$ cat src/rtl/i2cadc_pkg.sv
`timescale 1ns / 1ps
// ----------------------------------------------------------------------------
// i2cadc_pkg
// Shared types and constants for the I2C ADC read sequencer.
// ----------------------------------------------------------------------------
package i2cadc_pkg;

   // request kinds (req_tuser)
   localparam logic [1:0] ACT_TICK  = 2'd0;
   localparam logic [1:0] ACT_WRITE = 2'd1;
   localparam logic [1:0] ACT_READ  = 2'd2;

   localparam int unsigned RESULT_BITS_DEF = 18;
   localparam int unsigned CODE_W          = 18;
   localparam int unsigned VOLTS_W         = 28;
   localparam int unsigned RX_W            = 24;

   // one code LSB = 2*2.048 V / 2^18 = 1000/64 uV
   localparam logic signed [VOLTS_W-1:0] SCALE_K = 28'sd1000;

   localparam logic [1:0] GAIN_RESET = 2'd3;

   // line levels and flags for one bus phase
   typedef struct packed {
      logic scl;
      logic sda;
      logic busy;
      logic done;
   } lines_type;

endpackage

$ cat src/rtl/i2cadc_seq.sv
`timescale 1ns / 1ps
// ----------------------------------------------------------------------------
// i2cadc_seq
// Bus phase sequencer: one phase per enabled step, holds received bytes.
// ----------------------------------------------------------------------------
module i2cadc_seq (
   input  logic                         clock,
   input  logic                         reset,
   input  logic                         step_en,
   input  logic [1:0]                   action,
   input  logic [7:0]                   addr_byte,
   input  logic [7:0]                   data_byte,
   input  logic                         sda_in,
   output i2cadc_pkg::lines_type        lines,
   output logic [i2cadc_pkg::RX_W-1:0]  rx_bytes_next,
   output logic [7:0]                   status_next
);

   localparam logic [3:0] P_IDLE      = 4'd0;
   localparam logic [3:0] P_START_B   = 4'd1;
   localparam logic [3:0] P_TX_LOW    = 4'd2;
   localparam logic [3:0] P_TX_HIGH   = 4'd3;
   localparam logic [3:0] P_ACK_LOW   = 4'd4;
   localparam logic [3:0] P_ACK_HIGH  = 4'd5;
   localparam logic [3:0] P_RX_LOW    = 4'd6;
   localparam logic [3:0] P_RX_HIGH   = 4'd7;
   localparam logic [3:0] P_MACK_LOW  = 4'd8;
   localparam logic [3:0] P_MACK_HIGH = 4'd9;
   localparam logic [3:0] P_STOP_A    = 4'd10;
   localparam logic [3:0] P_STOP_B    = 4'd11;
   localparam logic [3:0] P_STOP_C    = 4'd12;

   logic [3:0]                  phase_ff, phase_in;
   logic [3:0]                  bit_count_ff, bit_count_in;
   logic [1:0]                  byte_index_ff, byte_index_in;
   logic [7:0]                  shift_ff, shift_in;
   logic                        read_mode_ff, read_mode_in;
   logic [1:0]                  ack_tries_ff, ack_tries_in;
   logic [i2cadc_pkg::RX_W-1:0] rx_bytes_ff, rx_bytes_in;
   logic [7:0]                  status_ff, status_in;
   logic [7:0]                  config_ff, config_in;

   logic [3:0] count_inc;
   logic [7:0] rx_shift;
   logic       last_byte;

   assign count_inc = bit_count_ff + 4'd1;
   assign rx_shift  = {shift_ff[6:0], sda_in};
   assign last_byte = (byte_index_ff == 2'd3);

   always_comb begin
      phase_in      = phase_ff;
      bit_count_in  = bit_count_ff;
      byte_index_in = byte_index_ff;
      shift_in      = shift_ff;
      read_mode_in  = read_mode_ff;
      ack_tries_in  = ack_tries_ff;
      rx_bytes_in   = rx_bytes_ff;
      status_in     = status_ff;
      config_in     = config_ff;
      lines         = '{scl: 1'b1, sda: 1'b1, busy: 1'b1, done: 1'b0};

      case (phase_ff)
         P_START_B: begin
            lines.scl = 1'b0;
            lines.sda = 1'b0;
            phase_in  = P_TX_LOW;
         end
         P_TX_LOW: begin
            lines.scl = 1'b0;
            lines.sda = shift_ff[7];
            phase_in  = P_TX_HIGH;
         end
         P_TX_HIGH: begin
            lines.sda = shift_ff[7];
            shift_in  = {shift_ff[6:0], 1'b0};
            if (count_inc[3]) begin
               bit_count_in = 4'd0;
               ack_tries_in = 2'd0;
               phase_in     = P_ACK_LOW;
            end else begin
               bit_count_in = count_inc;
               phase_in     = P_TX_LOW;
            end
         end
         P_ACK_LOW: begin
            lines.scl = 1'b0;
            phase_in  = P_ACK_HIGH;
         end
         P_ACK_HIGH: begin
            // up to two extra pulses while the slave leaves SDA high
            if (ack_tries_ff != 2'd2 && sda_in) begin
               ack_tries_in = ack_tries_ff + 2'd1;
               phase_in     = P_ACK_LOW;
            end else if (read_mode_ff) begin
               bit_count_in  = 4'd0;
               byte_index_in = 2'd0;
               shift_in      = 8'd0;
               phase_in      = P_RX_LOW;
            end else if (byte_index_ff == 2'd0) begin
               shift_in      = config_ff;
               byte_index_in = 2'd1;
               bit_count_in  = 4'd0;
               phase_in      = P_TX_LOW;
            end else begin
               phase_in = P_STOP_A;
            end
         end
         P_RX_LOW: begin
            lines.scl = 1'b0;
            phase_in  = P_RX_HIGH;
         end
         P_RX_HIGH: begin
            shift_in     = rx_shift;
            bit_count_in = count_inc;
            if (count_inc[3]) begin
               case (byte_index_ff)
                  2'd0:    rx_bytes_in[23:16] = rx_shift;
                  2'd1:    rx_bytes_in[15:8]  = rx_shift;
                  2'd2:    rx_bytes_in[7:0]   = rx_shift;
                  default: status_in          = rx_shift;
               endcase
               phase_in = P_MACK_LOW;
            end else begin
               phase_in = P_RX_LOW;
            end
         end
         P_MACK_LOW: begin
            lines.scl = 1'b0;
            lines.sda = last_byte;  // NACK after the status byte
            phase_in  = P_MACK_HIGH;
         end
         P_MACK_HIGH: begin
            lines.sda = last_byte;
            if (last_byte) begin
               phase_in = P_STOP_A;
            end else begin
               byte_index_in = byte_index_ff + 2'd1;
               bit_count_in  = 4'd0;
               shift_in      = 8'd0;
               phase_in      = P_RX_LOW;
            end
         end
         P_STOP_A: begin
            lines.scl = 1'b0;
            lines.sda = 1'b0;
            phase_in  = P_STOP_B;
         end
         P_STOP_B: begin
            lines.sda = 1'b0;
            phase_in  = P_STOP_C;
         end
         P_STOP_C: begin
            lines.busy = 1'b0;
            lines.done = 1'b1;
            phase_in   = P_IDLE;
         end
         default: begin
            // idle and unused codes
            if (action == i2cadc_pkg::ACT_WRITE || action == i2cadc_pkg::ACT_READ) begin
               shift_in      = addr_byte;
               config_in     = data_byte;
               read_mode_in  = (action == i2cadc_pkg::ACT_READ);
               bit_count_in  = 4'd0;
               byte_index_in = 2'd0;
               ack_tries_in  = 2'd0;
               lines.sda     = 1'b0;
               phase_in      = P_START_B;
            end else begin
               lines.busy = 1'b0;
               phase_in   = P_IDLE;
            end
         end
      endcase
   end

   assign rx_bytes_next = step_en ? rx_bytes_in : rx_bytes_ff;
   assign status_next   = step_en ? status_in : status_ff;

   always_ff @(posedge clock) begin
      if (reset) begin
         phase_ff      <= P_IDLE;
         bit_count_ff  <= 4'd0;
         byte_index_ff <= 2'd0;
         shift_ff      <= 8'd0;
         read_mode_ff  <= 1'b0;
         ack_tries_ff  <= 2'd0;
         rx_bytes_ff   <= '0;
         status_ff     <= 8'd0;
         config_ff     <= 8'd0;
      end else if (step_en) begin
         phase_ff      <= phase_in;
         bit_count_ff  <= bit_count_in;
         byte_index_ff <= byte_index_in;
         shift_ff      <= shift_in;
         read_mode_ff  <= read_mode_in;
         ack_tries_ff  <= ack_tries_in;
         rx_bytes_ff   <= rx_bytes_in;
         status_ff     <= status_in;
         config_ff     <= config_in;
      end
   end

   // phase only moves on a step
   a_hold: assert property (@(posedge clock) disable iff (reset)
      !step_en |=> $stable(phase_ff))
      else $error("phase changed without a step");

   // third high SDA in the ack slot does not restart the pulse
   a_ack_limit: assert property (@(posedge clock) disable iff (reset)
      step_en && phase_ff == P_ACK_HIGH && ack_tries_ff == 2'd2 |=> phase_ff != P_ACK_LOW)
      else $error("too many acknowledge retries");

   // status byte ends in stop
   a_last_stop: assert property (@(posedge clock) disable iff (reset)
      step_en && phase_ff == P_MACK_HIGH && byte_index_ff == 2'd3 |=> phase_ff == P_STOP_A)
      else $error("no stop after last byte");

   // done only on the final stop phase, and busy is low then
   a_done: assert property (@(posedge clock) disable iff (reset)
      lines.done |-> phase_ff == P_STOP_C && !lines.busy)
      else $error("done outside stop");

endmodule

$ cat src/rtl/i2cadc_scale.sv
`timescale 1ns / 1ps
// ----------------------------------------------------------------------------
// i2cadc_scale
// Sign-extends the conversion code and scales it to 1/64 uV.
// ----------------------------------------------------------------------------
module i2cadc_scale #(
   parameter int unsigned RESULT_BITS = i2cadc_pkg::RESULT_BITS_DEF
) (
   input  logic [i2cadc_pkg::RX_W-1:0]           rx_bytes,
   input  logic [1:0]                            gain_shift,
   output logic signed [i2cadc_pkg::CODE_W-1:0]  raw_code,
   output logic signed [i2cadc_pkg::VOLTS_W-1:0] volts_fixed
);

   localparam int unsigned PAD = i2cadc_pkg::CODE_W - RESULT_BITS;

   logic signed [i2cadc_pkg::CODE_W-1:0]  aligned;
   logic signed [i2cadc_pkg::VOLTS_W-1:0] product;

   // move the code MSB to the top, then shift back arithmetically
   assign aligned  = signed'(rx_bytes[i2cadc_pkg::CODE_W-1:0] << PAD);
   assign raw_code = aligned >>> PAD;

   assign product     = i2cadc_pkg::VOLTS_W'(raw_code) * i2cadc_pkg::SCALE_K;
   assign volts_fixed = product >>> gain_shift;  // floor division by gain

endmodule

$ cat src/rtl/i2c_adc_read_sequencer.sv
`timescale 1ns / 1ps
// A request transaction is held in the input register and its result in the result register,
// which drives rsp_tdata; the bus phase logic and scaling between them run in one pass.
// Throughput: one request per cycle while responses are taken (rsp_tready high).
// Every request produces exactly one response transaction.
// Reset (synchronous, active high) returns the bus to idle with both lines high,
// clears the received bytes and sets gain_shift to 3.
// ----------------------------------------------------------------------------
// i2c_adc_read_sequencer
// I2C master for an 18-bit delta-sigma ADC, advanced one bus phase per request.
// ----------------------------------------------------------------------------
module i2c_adc_read_sequencer #(
   parameter int unsigned RESULT_BITS = i2cadc_pkg::RESULT_BITS_DEF
) (
   input  logic        clock,
   input  logic        reset,
   // request: tuser[1:0] action
   input  logic        req_tvalid,
   output logic        req_tready,
   input  logic [1:0]  req_tuser,
   // request: [7:0] device_addr_byte, [15:8] data_byte, [16] sda_in, rest zero
   input  logic [23:0] req_tdata,
   // response: [0] scl_out, [1] sda_out, [2] busy_res, [3] done_res,
   // [21:4] raw_code, [49:22] volts_fixed, [57:50] status_byte, rest zero
   output logic        rsp_tvalid,
   input  logic        rsp_tready,
   output logic [63:0] rsp_tdata,
   // gain_shift register write
   input  logic        csr_valid,
   output logic        csr_ready,
   input  logic [1:0]  csr_data
);

   // input register
   logic        in_valid_ff, in_valid_in;
   logic [1:0]  in_action_ff;
   logic [7:0]  in_addr_ff;
   logic [7:0]  in_data_ff;
   logic        in_sda_ff;

   // result register
   logic        rsp_valid_ff, rsp_valid_in;
   logic [63:0] rsp_data_ff;

   logic [1:0]  gain_ff;

   logic                                  advance;
   i2cadc_pkg::lines_type                 lines;
   logic [i2cadc_pkg::RX_W-1:0]           rx_bytes_next;
   logic [7:0]                            status_next;
   logic signed [i2cadc_pkg::CODE_W-1:0]  raw_code;
   logic signed [i2cadc_pkg::VOLTS_W-1:0] volts_fixed;

   // the held request moves on whenever the result slot is free or draining
   assign advance    = in_valid_ff && (!rsp_valid_ff || rsp_tready);
   assign req_tready = !in_valid_ff || advance;

   always_comb begin
      if (req_tvalid && req_tready) begin
         in_valid_in = 1'b1;
      end else if (advance) begin
         in_valid_in = 1'b0;
      end else begin
         in_valid_in = in_valid_ff;
      end

      if (advance) begin
         rsp_valid_in = 1'b1;
      end else if (rsp_tready) begin
         rsp_valid_in = 1'b0;
      end else begin
         rsp_valid_in = rsp_valid_ff;
      end
   end

   always_ff @(posedge clock) begin
      if (reset) begin
         in_valid_ff  <= 1'b0;
         rsp_valid_ff <= 1'b0;
         gain_ff      <= i2cadc_pkg::GAIN_RESET;
      end else begin
         in_valid_ff  <= in_valid_in;
         rsp_valid_ff <= rsp_valid_in;
         if (csr_valid && csr_ready) begin
            gain_ff <= csr_data;
         end
      end
   end

   // payload registers, no reset
   always_ff @(posedge clock) begin
      if (req_tvalid && req_tready) begin
         in_action_ff <= req_tuser;
         in_addr_ff   <= req_tdata[7:0];
         in_data_ff   <= req_tdata[15:8];
         in_sda_ff    <= req_tdata[16];
      end
      if (advance) begin
         rsp_data_ff <= {6'd0, status_next, volts_fixed, raw_code,
                         lines.done, lines.busy, lines.sda, lines.scl};
      end
   end

   // bus phase state machine
   i2cadc_seq u_seq (
      .clock         (clock),
      .reset         (reset),
      .step_en       (advance),
      .action        (in_action_ff),
      .addr_byte     (in_addr_ff),
      .data_byte     (in_data_ff),
      .sda_in        (in_sda_ff),
      .lines         (lines),
      .rx_bytes_next (rx_bytes_next),
      .status_next   (status_next)
   );

   // code extraction and scaling, from the bytes as they stand after this phase
   i2cadc_scale #(
      .RESULT_BITS (RESULT_BITS)
   ) u_scale (
      .rx_bytes    (rx_bytes_next),
      .gain_shift  (gain_ff),
      .raw_code    (raw_code),
      .volts_fixed (volts_fixed)
   );

   assign rsp_tvalid = rsp_valid_ff;
   assign rsp_tdata  = rsp_data_ff;
   assign csr_ready  = 1'b1;  // the user writes gain_shift only while idle; the block does not enforce this

endmodule
$ cat config.mk
export PLATFORM = sky130hd
export DESIGN_NAME = i2c_adc_read_sequencer
export DESIGN_NICKNAME = d
export VERILOG_FILES = /design/src/rtl/i2cadc_pkg.sv /design/src/rtl/i2cadc_seq.sv /design/src/rtl/i2cadc_scale.sv /design/src/rtl/i2c_adc_read_sequencer.sv
export SDC_FILE = /design/constraint.sdc
export NUM_CORES = 1
export LEC_CHECK = 0
export CORE_UTILIZATION = 60
export DETAILED_ROUTE_END_ITERATION = 8
export DONT_BUFFER_PORTS = 1
export GPL_TIMING_DRIVEN = 0
export PLACE_DENSITY_LB_ADDON = 0.12
export REMOVE_ABC_BUFFERS = 1
export SYNTH_ARGS = -nofsm -noshare
export SYNTH_HDL_FRONTEND = slang
export SYNTH_SLANG_ARGS = --single-unit
$ cat constraint.sdc
create_clock -name clock -period 8.55 [get_ports clock]
set_input_delay 1.2825 -clock clock [delete_from_list [all_inputs] [get_ports clock]]
set_output_delay 1.2825 -clock clock [all_outputs]
set_load 0.05 [all_outputs]
==> results of run 1 <==
-- routing by layer --
metal  wire [um]  up-vias  global-route usage [%]  share of wire, %
met5           0        -                       0                 0
met4         334        0                    8.40               1.8
met3         617       20                    4.64               3.3
met2        9630      138                    44.8                52
met1        7920     3040                    29.7                43
li1            -     3122                       -                 -
-- power by group through the flow --
stage               registers (W)  logic (W)  clock network (W)
finish                   0.000790  0.0000644           0.000696
global route             0.000794  0.0000711           0.000731
CTS                      0.000791  0.0000646           0.000705
detailed placement       0.000805  0.0000644                  0
global placement         0.000805  0.0000609                  0
floorplan                0.000797  0.0000513                  0
-- layout make-up --
cell class                      count  share of cell area [%]
Clock buffer                       17                    4.25
Timing Repair Buffer                1                   0.275
Multi-Input combinational cell    603                    50.4
Clock inverter                     15                    1.32
Sequential cell                   136                    34.9
Tap cell                          188                    2.35
Inverter                          172                    6.46
-- stage by stage --
stage                     cells  instance area [um^2]  util, %
after global routing       1132                 10000     65.9
after detailed placement   1100                  9450     62.2
after CTS                  1132                 10000     65.9
after global placement     1099                  9420     62.0
final                      1132                 10000     65.9
after floorplan             911                  9180        -
-- Yosys cell counts (all sizes together) (2+ instances only) --
library cell and number:
nor3 11, nand2b 10, ha 65, or4 2
nor2b 9, a21o 8, nand2 54, a31oi 8
or3 4, nor4 2, o211ai 6, mux2i 54
xor2 9, a211oi 10, clkbuf 20, dfxtp 59
a32oi 4, a222oi 7, conb 2, a21oi 61
mux2 18, nand4 2, inv 171, o221ai 2
and2 8, nor2 91, o21bai 2, edfxtp 77
o21ai 35, xnor2 30, buf 16, o22ai 3
a22oi 2, nand3 10, fa 57
-- path summary, 6_finish.rpt --
check | end | from
hold / removal | u_seq.ack_tries_ff[1] | u_seq.ack_tries_ff[1]
setup reg to reg | rsp_tdata[46] | u_seq.phase_ff[0]
hold reg to reg | u_seq.ack_tries_ff[1] | u_seq.ack_tries_ff[1]
setup / recovery | rsp_tdata[46] | rsp_tready
-- registers in the layout (all words and copies together), names as in the netlist, 2 cells and up --
signal and flops:
in_action_ff 2, u_seq.config_ff 8, u_seq.phase_ff 4, u_seq.bit_count_ff 4, gain_ff 2, in_data_ff 8
u_seq.rx_bytes_ff 18, rsp_tdata 58, in_addr_ff 8, u_seq.status_ff 8, u_seq.ack_tries_ff 2, u_seq.byte_index_ff 2
u_seq.shift_ff 8
-- cell families (layout without fill, tap and decap cells) --
family / count (synthesis) / in the layout / synth area share (%)
AO/OA/AOI/OAI: 156 / 156 / 10.3
flip-flops: 136 / 136 / 37.4
AND/OR/NAND/NOR: 206 / 206 / 9.95
other: 2 / 7 / 0.0805
XOR/XNOR: 39 / 39 / 3.90
multiplexers: 73 / 73 / 8.69
adder cells (fa/ha/maj): 122 / 122 / 20.9
buffers and inverters: 208 / 205 / 8.73
-- worst register-to-register path, stage by stage, from the launching register on --
cell and delay, ns:
dfxtp_1 0.77, nand2_1 0.33, nor4_4 0.44, nand2_1 0.45
mux2i_1 0.67, inv_2 0.19, xnor2_1 0.21, ha_1 0.29
inv_1 0.05, fa_1 0.47, inv_1 0.06, fa_1 0.53
inv_1 0.06, fa_1 0.54, inv_1 0.04, ha_1 0.34
o211ai_1 0.12, a21oi_1 0.22, o211ai_1 0.24, a211oi_1 0.38
o21bai_1 0.13, a32oi_1 0.29, mux2_2 0.39, a211oi_1 0.26
==> results.sh, run 1 <==
export IMPL_async_reset_ff_share_pct=0
export IMPL_fp_row_count=45
export IMPL_vias=6320
export IMPL_status="finished, final reports clean"
export IMPL_maxCapViolCount=0
export IMPL_p_sw_w=0.000429
export IMPL_slowest_delay_ns=0.67
export IMPL_ir_drop_uv=174
export IMPL_pwr_share_comb_pct=4.2
export IMPL_pre_cts_ws_ns=0.463
export IMPL_coreArea_mm2=0.0152
export IMPL_fin_crit_sh_pct=90.2
export IMPL_crit_path_end_kind="flop"
export IMPL_clk_latency_ns=0.43
export IMPL_synth_ff_type="edfxtp_1"
export IMPL_synth_warnings=0
export IMPL_dieArea_mm2=0.0161
export IMPL_seq_area_mm2=0.00349
export IMPL_drive_gt1_share_pct=7.31
export IMPL_timing_hold_ws_ns=0.464
export IMPL_cts_repair_resized=0
export IMPL_final_cell_mix="inv_1, nor2_1, edfxtp_1, ha_1, a21oi_1"
export IMPL_crit_top_cell="inv_1"
export IMPL_htree_levels=4
export IMPL_min_path_cells=2
export IMPL_cts_buffers=17
export IMPL_synth_edf_count=77
export IMPL_dr_pass1_iters=5
export IMPL_grt_setup_unrepaired="false"
export IMPL_grt_pass1_wl_mm=31.2
export IMPL_critPathSlowestCell="mux2i_1"
export IMPL_post_route_drc_count=0
export IMPL_hold_viol=0
export IMPL_slew_violations=0
export IMPL_first_iter_violations=328
export IMPL_antenna_found_initial=0
export IMPL_synth_area_per_cell_um2=9.91
export IMPL_p_per_area_mw_per_mm2=155
export IMPL_critPathTopFamily="adder cells"
export IMPL_crit_type="input port to flop"
export IMPL_grt_util_all_layers_pct=24.8
export IMPL_pwr_share_clk_pct=44.9
export IMPL_path_buf_inv=5
export IMPL_reg2reg_slack_ns=0.90
export IMPL_crit_chain="nor2b_1 > nand2b_1 > nor4_4 > nand2_1 > mux2i_1 > inv_2 > xnor2_1 > ha_1 > inv_1 > fa_1 > inv_1 > fa_1 > inv_1 > fa_1 > inv_1 > ha_1 > o211ai_1 > a21oi_1 > o211ai_1 > a211oi_1 > o21bai_1 > a32oi_1 > mux2_2 > a211oi_1"
export IMPL_clock_sinks=136
export IMPL_power_w=0.00155
export IMPL_syn_inst=942
export IMPL_critPathLaunchType="input port"
export IMPL_period_needed_ns=7.71
export IMPL_root_buffer="clkbuf_16"
export IMPL_synth_distinct_cells=58
export IMPL_fin_ws_ns=0.839
export IMPL_arrival_ns=7.96
export IMPL_n_fill_cell=1210
export IMPL_initial_core_util_pct=61.4
export IMPL_synth_seq_area_share_pct=37.4
export IMPL_multi_input_area_mm2=0.00505
export IMPL_area_growth_pct=7.25
export IMPL_vias_per_cell=5.58
export IMPL_finalSetupViolCount=0
export IMPL_synth_seq_cells=136
export IMPL_max_slew_margin_rel_pct=21.0
export IMPL_switching_share_pct=27.6
export IMPL_final_nets=1086
export IMPL_pin_count=100
export IMPL_crit_cells=24
export IMPL_r2r_cells=23
export IMPL_wl_mm=18.5
export IMPL_synth_area_top_cells="edfxtp_1, dfxtp_1, fa_1, ha_1, inv_1"
export IMPL_finalSetupTns_ns=0
export IMPL_cts_hold_buffers=0
export IMPL_dp_hpwl_mm=13.7
export IMPL_intPower_w=0.00112
export IMPL_p_seq_share_pct=51.0
export IMPL_max_freq_ghz=0.130
export IMPL_clock_path_buffers=2
export IMPL_fin_worst_skew_ns=0.00927
export IMPL_die_h_um=127
export IMPL_place_port_buffers=0
export IMPL_clk_pin_slew_worst_paths_ns=0.07
export IMPL_first_global_vias=6460
export IMPL_cts_setup_buffers=0
export IMPL_p_leak_nw=4.63
export IMPL_cp_required_ns=8.80
export IMPL_syn_area_mm2=0.00933
export IMPL_avgRoutedWirePerCell_um=16.3
export IMPL_holdCritPathClass="flop to flop"
export IMPL_gp_congestion=0.846
export IMPL_antenna_cells_inserted=0
export IMPL_path_max_fanout=11
export IMPL_grt_max_degree=59
export IMPL_max_slew_worst_pin_slew_ns=1.18
export IMPL_overflow=0
export IMPL_layout_commonest_cell="inv_1"
export IMPL_drtAntennaViolNets=0
export IMPL_synth_top_cell_area_share_pct=24.8
export IMPL_cts_tree="yes"
export IMPL_die_width_um=127
export IMPL_synth_top_area_cell="edfxtp_1"
Note: power is estimated with default switching activity, not from simulation.
==> run 2: changes to the inputs <==
- clock period: 8.55 -> 8.1 ns (I/O delays scaled with it)
==> run 2 against run 1 <==
Sequential share of layout area about the same. Non-clock buffer count unchanged. First-iteration DRC count decreased by 6.1%. Final cell count unchanged. Critical endpoint unchanged.
==> results.sh, run 2 (same netlist as run 1, synthesis figures left out) <==
export IMPL_status="finished, final reports clean"
export IMPL_grt_setup_unrepaired="false"
export IMPL_path_max_fanout=23
export IMPL_wl_mm=18.5
export IMPL_place_port_buffers=0
export IMPL_multi_input_area_mm2=0.00506
export IMPL_clock_sinks=136
export IMPL_fp_row_count=45
export IMPL_cts_buffers=17
export IMPL_seq_area_mm2=0.00349
export IMPL_clk_latency_ns=0.43
export IMPL_crit_type="flop to flop"
export IMPL_avgRoutedWirePerCell_um=16.4
export IMPL_arrival_ns=7.75
export IMPL_p_per_area_mw_per_mm2=163
export IMPL_drive_gt1_share_pct=7.52
export IMPL_clock_path_buffers=2
export IMPL_drtAntennaViolNets=0
export IMPL_root_buffer="clkbuf_16"
export IMPL_ir_drop_uv=185
export IMPL_antenna_found_initial=0
export IMPL_max_slew_worst_pin_slew_ns=1.18
export IMPL_finalSetupTns_ns=0
export IMPL_final_cell_mix="inv_1, nor2_1, edfxtp_1, ha_1, a21oi_1"
export IMPL_clk_pin_slew_worst_paths_ns=0.07
export IMPL_cp_required_ns=8.35
export IMPL_fin_crit_sh_pct=92.5
export IMPL_initial_core_util_pct=61.4
export IMPL_fin_worst_skew_ns=0.00962
export IMPL_p_leak_nw=4.62
export IMPL_layout_commonest_cell="inv_1"
export IMPL_overflow=0
export IMPL_final_nets=1086
export IMPL_gp_congestion=0.846
export IMPL_grt_max_degree=59
export IMPL_period_needed_ns=7.50
export IMPL_die_width_um=127
export IMPL_timing_hold_ws_ns=0.465
export IMPL_first_iter_violations=308
export IMPL_maxCapViolCount=0
export IMPL_crit_path_end_kind="flop"
export IMPL_max_freq_ghz=0.133
export IMPL_htree_levels=4
export IMPL_cts_tree="yes"
export IMPL_fin_cells=1132
export IMPL_antenna_cells_inserted=0
export IMPL_place_inst=1100
export IMPL_holdCritPathClass="flop to flop"
export IMPL_dieArea_mm2=0.0161
export IMPL_first_global_vias=6460
export IMPL_slew_violations=0
export IMPL_post_route_drc_count=0
export IMPL_power_w=0.00164
export IMPL_n_fill_cell=1213
export IMPL_dp_hpwl_mm=13.7
export IMPL_max_slew_margin_rel_pct=21.0
export IMPL_coreArea_mm2=0.0152
export IMPL_vias=6336
export IMPL_critPathLaunchType="flop"
export IMPL_finalSetupViolCount=0
export IMPL_hold_viol=0
export IMPL_pin_count=100
export IMPL_grt_pass1_wl_mm=31.2
export IMPL_largest_reg_flops=58
export IMPL_vias_per_cell=5.60
export IMPL_grt_util_all_layers_pct=24.8
export IMPL_dr_pass1_iters=5
export IMPL_die_h_um=127
export IMPL_area_growth_pct=7.33
[run 2: worst max-delay path, cell delays in order, from the launching register on]
cell,delay (ns)
dfxtp_1,0.78
nand2_1,0.32
nor4_4,0.43
nand2_1,0.47
mux2i_2,0.56
inv_2,0.17
xnor2_1,0.19
ha_1,0.29
inv_1,0.05
fa_1,0.47
inv_1,0.06
fa_1,0.53
inv_1,0.06
fa_1,0.54
inv_1,0.04
ha_1,0.34
o211ai_1,0.11
a21oi_1,0.22
o211ai_1,0.24
a211oi_1,0.37
o21bai_1,0.12
a32oi_1,0.29
mux2_2,0.39
a211oi_1,0.26
[run 2: final timing paths]
kind,from,endpoint,slack (ns),cells after the start
worst max register to register,u_seq.phase_ff[0],rsp_tdata[46],0.60,23
worst min register to register,u_seq.ack_tries_ff[1],u_seq.ack_tries_ff[1],0.46,2
worst max-delay path,u_seq.phase_ff[0],rsp_tdata[46],0.60,23
worst min-delay path,u_seq.ack_tries_ff[1],u_seq.ack_tries_ff[1],0.46,2
[run 2: where the power goes]
group | total (W) | switching (W) | internal [W]
Clock | 0.000735 | 0.000332 | 0.000402
Combinational | 0.0000679 | 0.0000439 | 0.0000240
Sequential | 0.000835 | 0.0000766 | 0.000758
Total | 0.00164 | 0.000453 | 0.00118
[run 2: layout make-up]
class                           instances  share of cell area, %
Multi-Input combinational cell        603                   50.5
Sequential cell                       136                   34.9
Inverter                              172                   6.46
Clock buffer                           17                   4.25
Tap cell                              188                   2.35
Clock inverter                         15                   1.32
Timing Repair Buffer                    1                  0.275
[run 2: metal layers]
layer | vias to the layer above | GRT usage [%] | wire [um] | share of wire (%)
li1 | 3121 | - | - | -
met1 | 3052 | 29.7 | 7950 | 43
met3 | 24 | 4.64 | 607 | 3.3
met4 | 0 | 8.40 | 347 | 1.9
met2 | 139 | 44.8 | 9610 | 52
met5 | - | 0 | 0 | 0
[run 2: through the flow]
stage / setup WS [ns] / instance area, um^2 / utilization (%)
4_1_cts: 0.485 / 10000 / 65.9
3_5_place_dp: 0.0808 / 9450 / 62.2
6_report: 0.604 / 10000 / 65.9
2_1_floorplan: 1.08 / 9180 / -
5_1_grt: 0.00770 / 10000 / 65.9
3_3_place_gp: 0.186 / 9420 / 62.0
[run 2: what timing repair did]
action	in CTS	in global routing
buffers inserted	0	0
hold buffers	0	0
setup endpoints to repair	0	1
gates resized for setup	0	2
==> run 3: changes to the inputs <==
--- a/config.mk
+++ b/config.mk
@@ -16 +16,2 @@
 export SYNTH_SLANG_ARGS = --single-unit
+export TNS_END_PERCENT = 20
==> constraint.sdc (replaced) <==
create_clock -name clock -period 8.1 [get_ports clock]
set_input_delay 1.62 -clock clock [delete_from_list [all_inputs] [get_ports clock]]
set_output_delay 1.62 -clock clock [all_outputs]
set_load 0.05 [all_outputs]
==> run 3 against run 2 <==
Maximum frequency is 1.6% lower. Routed wire length hardly changed. Final cell count hardly changed. Combinational power hardly changed. Register-to-register slack better by 0.33 ns. Largest cell class unchanged. Critical path type is now input port to flop.
==> results.sh, run 3 (same netlist as run 1, synthesis figures left out) <==
export IMPL_status="finished, final reports clean"
export IMPL_root_buffer="clkbuf_16"
export IMPL_largest_reg_flops=58
export IMPL_post_route_drc_count=0
export IMPL_clock_path_buffers=2
export IMPL_top_layer_used="met4"
export IMPL_wl_mm=18.5
export IMPL_final_nets=1087
export IMPL_antenna_cells_inserted=0
export IMPL_fp_row_count=45
export IMPL_period_needed_ns=7.62
export IMPL_die_h_um=127
export IMPL_p_leak_nw=4.62
export IMPL_route_met2_wl_mm=9.69
export IMPL_dr_pass1_iters=7
export IMPL_cts_tree="yes"
export IMPL_slew_violations=0
export IMPL_route_met3_wl_um=584
export IMPL_maxCapViolCount=0
export IMPL_min_path_cells=2
export IMPL_finalSetupViolCount=0
export IMPL_crit_path_end_kind="flop"
export IMPL_dieArea_mm2=0.0161
export IMPL_clk_latency_ns=0.43
export IMPL_cp_required_ns=8.35
export IMPL_timing_hold_ws_ns=0.464
export IMPL_max_slew_worst_pin_slew_ns=1.19
export IMPL_critPathSlowestCell="fa_1"
export IMPL_clock_sinks=136
export IMPL_r2r_cells=23
export IMPL_vias=6309
export IMPL_grt_max_degree=59
export IMPL_crit_chain="nor2b_1 > nand2b_2 > nor4_4 > buf_4 > nand2_2 > mux2i_1 > inv_1 > fa_1 > inv_1 > fa_1 > inv_1 > fa_1 > inv_1 > fa_1 > inv_1 > ha_1 > nand2_1 > o211a_1 > a22o_1 > a211oi_1 > o21bai_1 > a32oi_1 > mux2_2 > a211oi_1"
export IMPL_max_slew_margin_rel_pct=20.7
export IMPL_gp_congestion=0.846
export IMPL_coreArea_mm2=0.0152
export IMPL_max_freq_ghz=0.131
export IMPL_drt_met1_wl_mm=7.90
export IMPL_overflow=0
export IMPL_placed_area_mm2=0.00945
export IMPL_drtAntennaViolNets=0
export IMPL_cts_buffers=17
export IMPL_fin_crit_sh_pct=94.0
export IMPL_clk_pin_slew_worst_paths_ns=0.07
export IMPL_final_cell_mix="inv_1, nor2_1, edfxtp_1, ha_1, a21oi_1"
export IMPL_crit_type="input port to flop"
export IMPL_hold_viol=0
export IMPL_finalSetupTns_ns=0
export IMPL_reg2reg_slack_ns=0.93
export IMPL_pin_count=100
export IMPL_area_growth_pct=7.60
export IMPL_vias_per_cell=5.57
export IMPL_ir_drop_uv=183
export IMPL_dp_hpwl_mm=13.7
export IMPL_pre_cts_ws_ns=-0.324
export IMPL_grt_pass1_wl_mm=31.2
export IMPL_p_per_area_mw_per_mm2=163
export IMPL_first_iter_violations=311
export IMPL_die_width_um=127
export IMPL_first_global_vias=6460
export IMPL_grt_setup_unrepaired="false"
export IMPL_htree_levels=4
export IMPL_critPathLaunchType="input port"
export IMPL_avgRoutedWirePerCell_um=16.3
export IMPL_antenna_found_initial=0
export IMPL_slowest_delay_ns=0.56
export IMPL_crit_top_cell="inv_1"
export IMPL_place_inst=1100
export IMPL_initial_core_util_pct=61.4
export IMPL_drive_gt1_share_pct=7.94
export IMPL_place_port_buffers=0
export IMPL_holdCritPathClass="flop to flop"
export IMPL_fin_worst_skew_ns=0.00914
export IMPL_fin_area_mm2=0.0100
export IMPL_fin_ws_ns=0.482
export IMPL_fin_cells=1133
export IMPL_path_max_fanout=8
export IMPL_layout_commonest_cell="inv_1"
export IMPL_arrival_ns=7.87
export IMPL_grt_util_all_layers_pct=24.8
run 3: layer usage:
layer  GRT usage [%]  up-vias
met2            44.8      136
met4            8.40        0
li1                -     3121
met5               0        -
met3            4.64       21
met1            29.7     3031
run 3: report_power, final:
| group | internal [W] | total, W | leakage [nW] | switching, W |
|---|---|---|---|---|
| registers | 0.000758 | 0.000835 | 1.18 | 0.0000768 |
| logic | 0.0000242 | 0.0000681 | 3.17 | 0.0000439 |
| clock network | 0.000402 | 0.000735 | 0.270 | 0.000332 |
| total | 0.00118 | 0.00164 | 4.62 | 0.000453 |
run 3: cell type report:
class / count / area [um^2]
Sequential cell: 136 / 3490
Tap cell: 188 / 235
Fill cell: 1208 / 5160
Multi-Input combinational cell: 603 / 5070
Inverter: 172 / 647
Timing Repair Buffer: 2 / 35.0
Clock buffer: 17 / 425
Clock inverter: 15 / 133
run 3: worst paths after layout:
check                                           start                    end
worst max-delay path                       rsp_tready          rsp_tdata[46]
worst min-delay path            u_seq.ack_tries_ff[1]  u_seq.ack_tries_ff[1]
worst max register to register      u_seq.phase_ff[0]          rsp_tdata[46]
worst min register to register  u_seq.ack_tries_ff[1]  u_seq.ack_tries_ff[1]
run 3: critical path, delay by kind of cell:
family,cells,cell delay [ns]
adders and majority gates,5,2.49
AOI/OAI and AO/OA,6,1.48
and+or+nand+nor,5,0.91
muxes,2,0.76
buffers and inverters,6,0.61
run 3: timing repair:
action / in CTS / in global routing
hold buffers: 0 / 0
endpoints found under the setup margin: 0 / 11
resized for setup: 0 / 6
setup buffers: 0 / 1
run 3: stage by stage:
step	total power, W	util, %
after floorplan	0.000896	-
after global placement	0.000914	62.0
after detailed placement	0.000917	62.2
after CTS	0.00165	65.9
after global routing	0.00169	66.1
final	0.00164	66.1
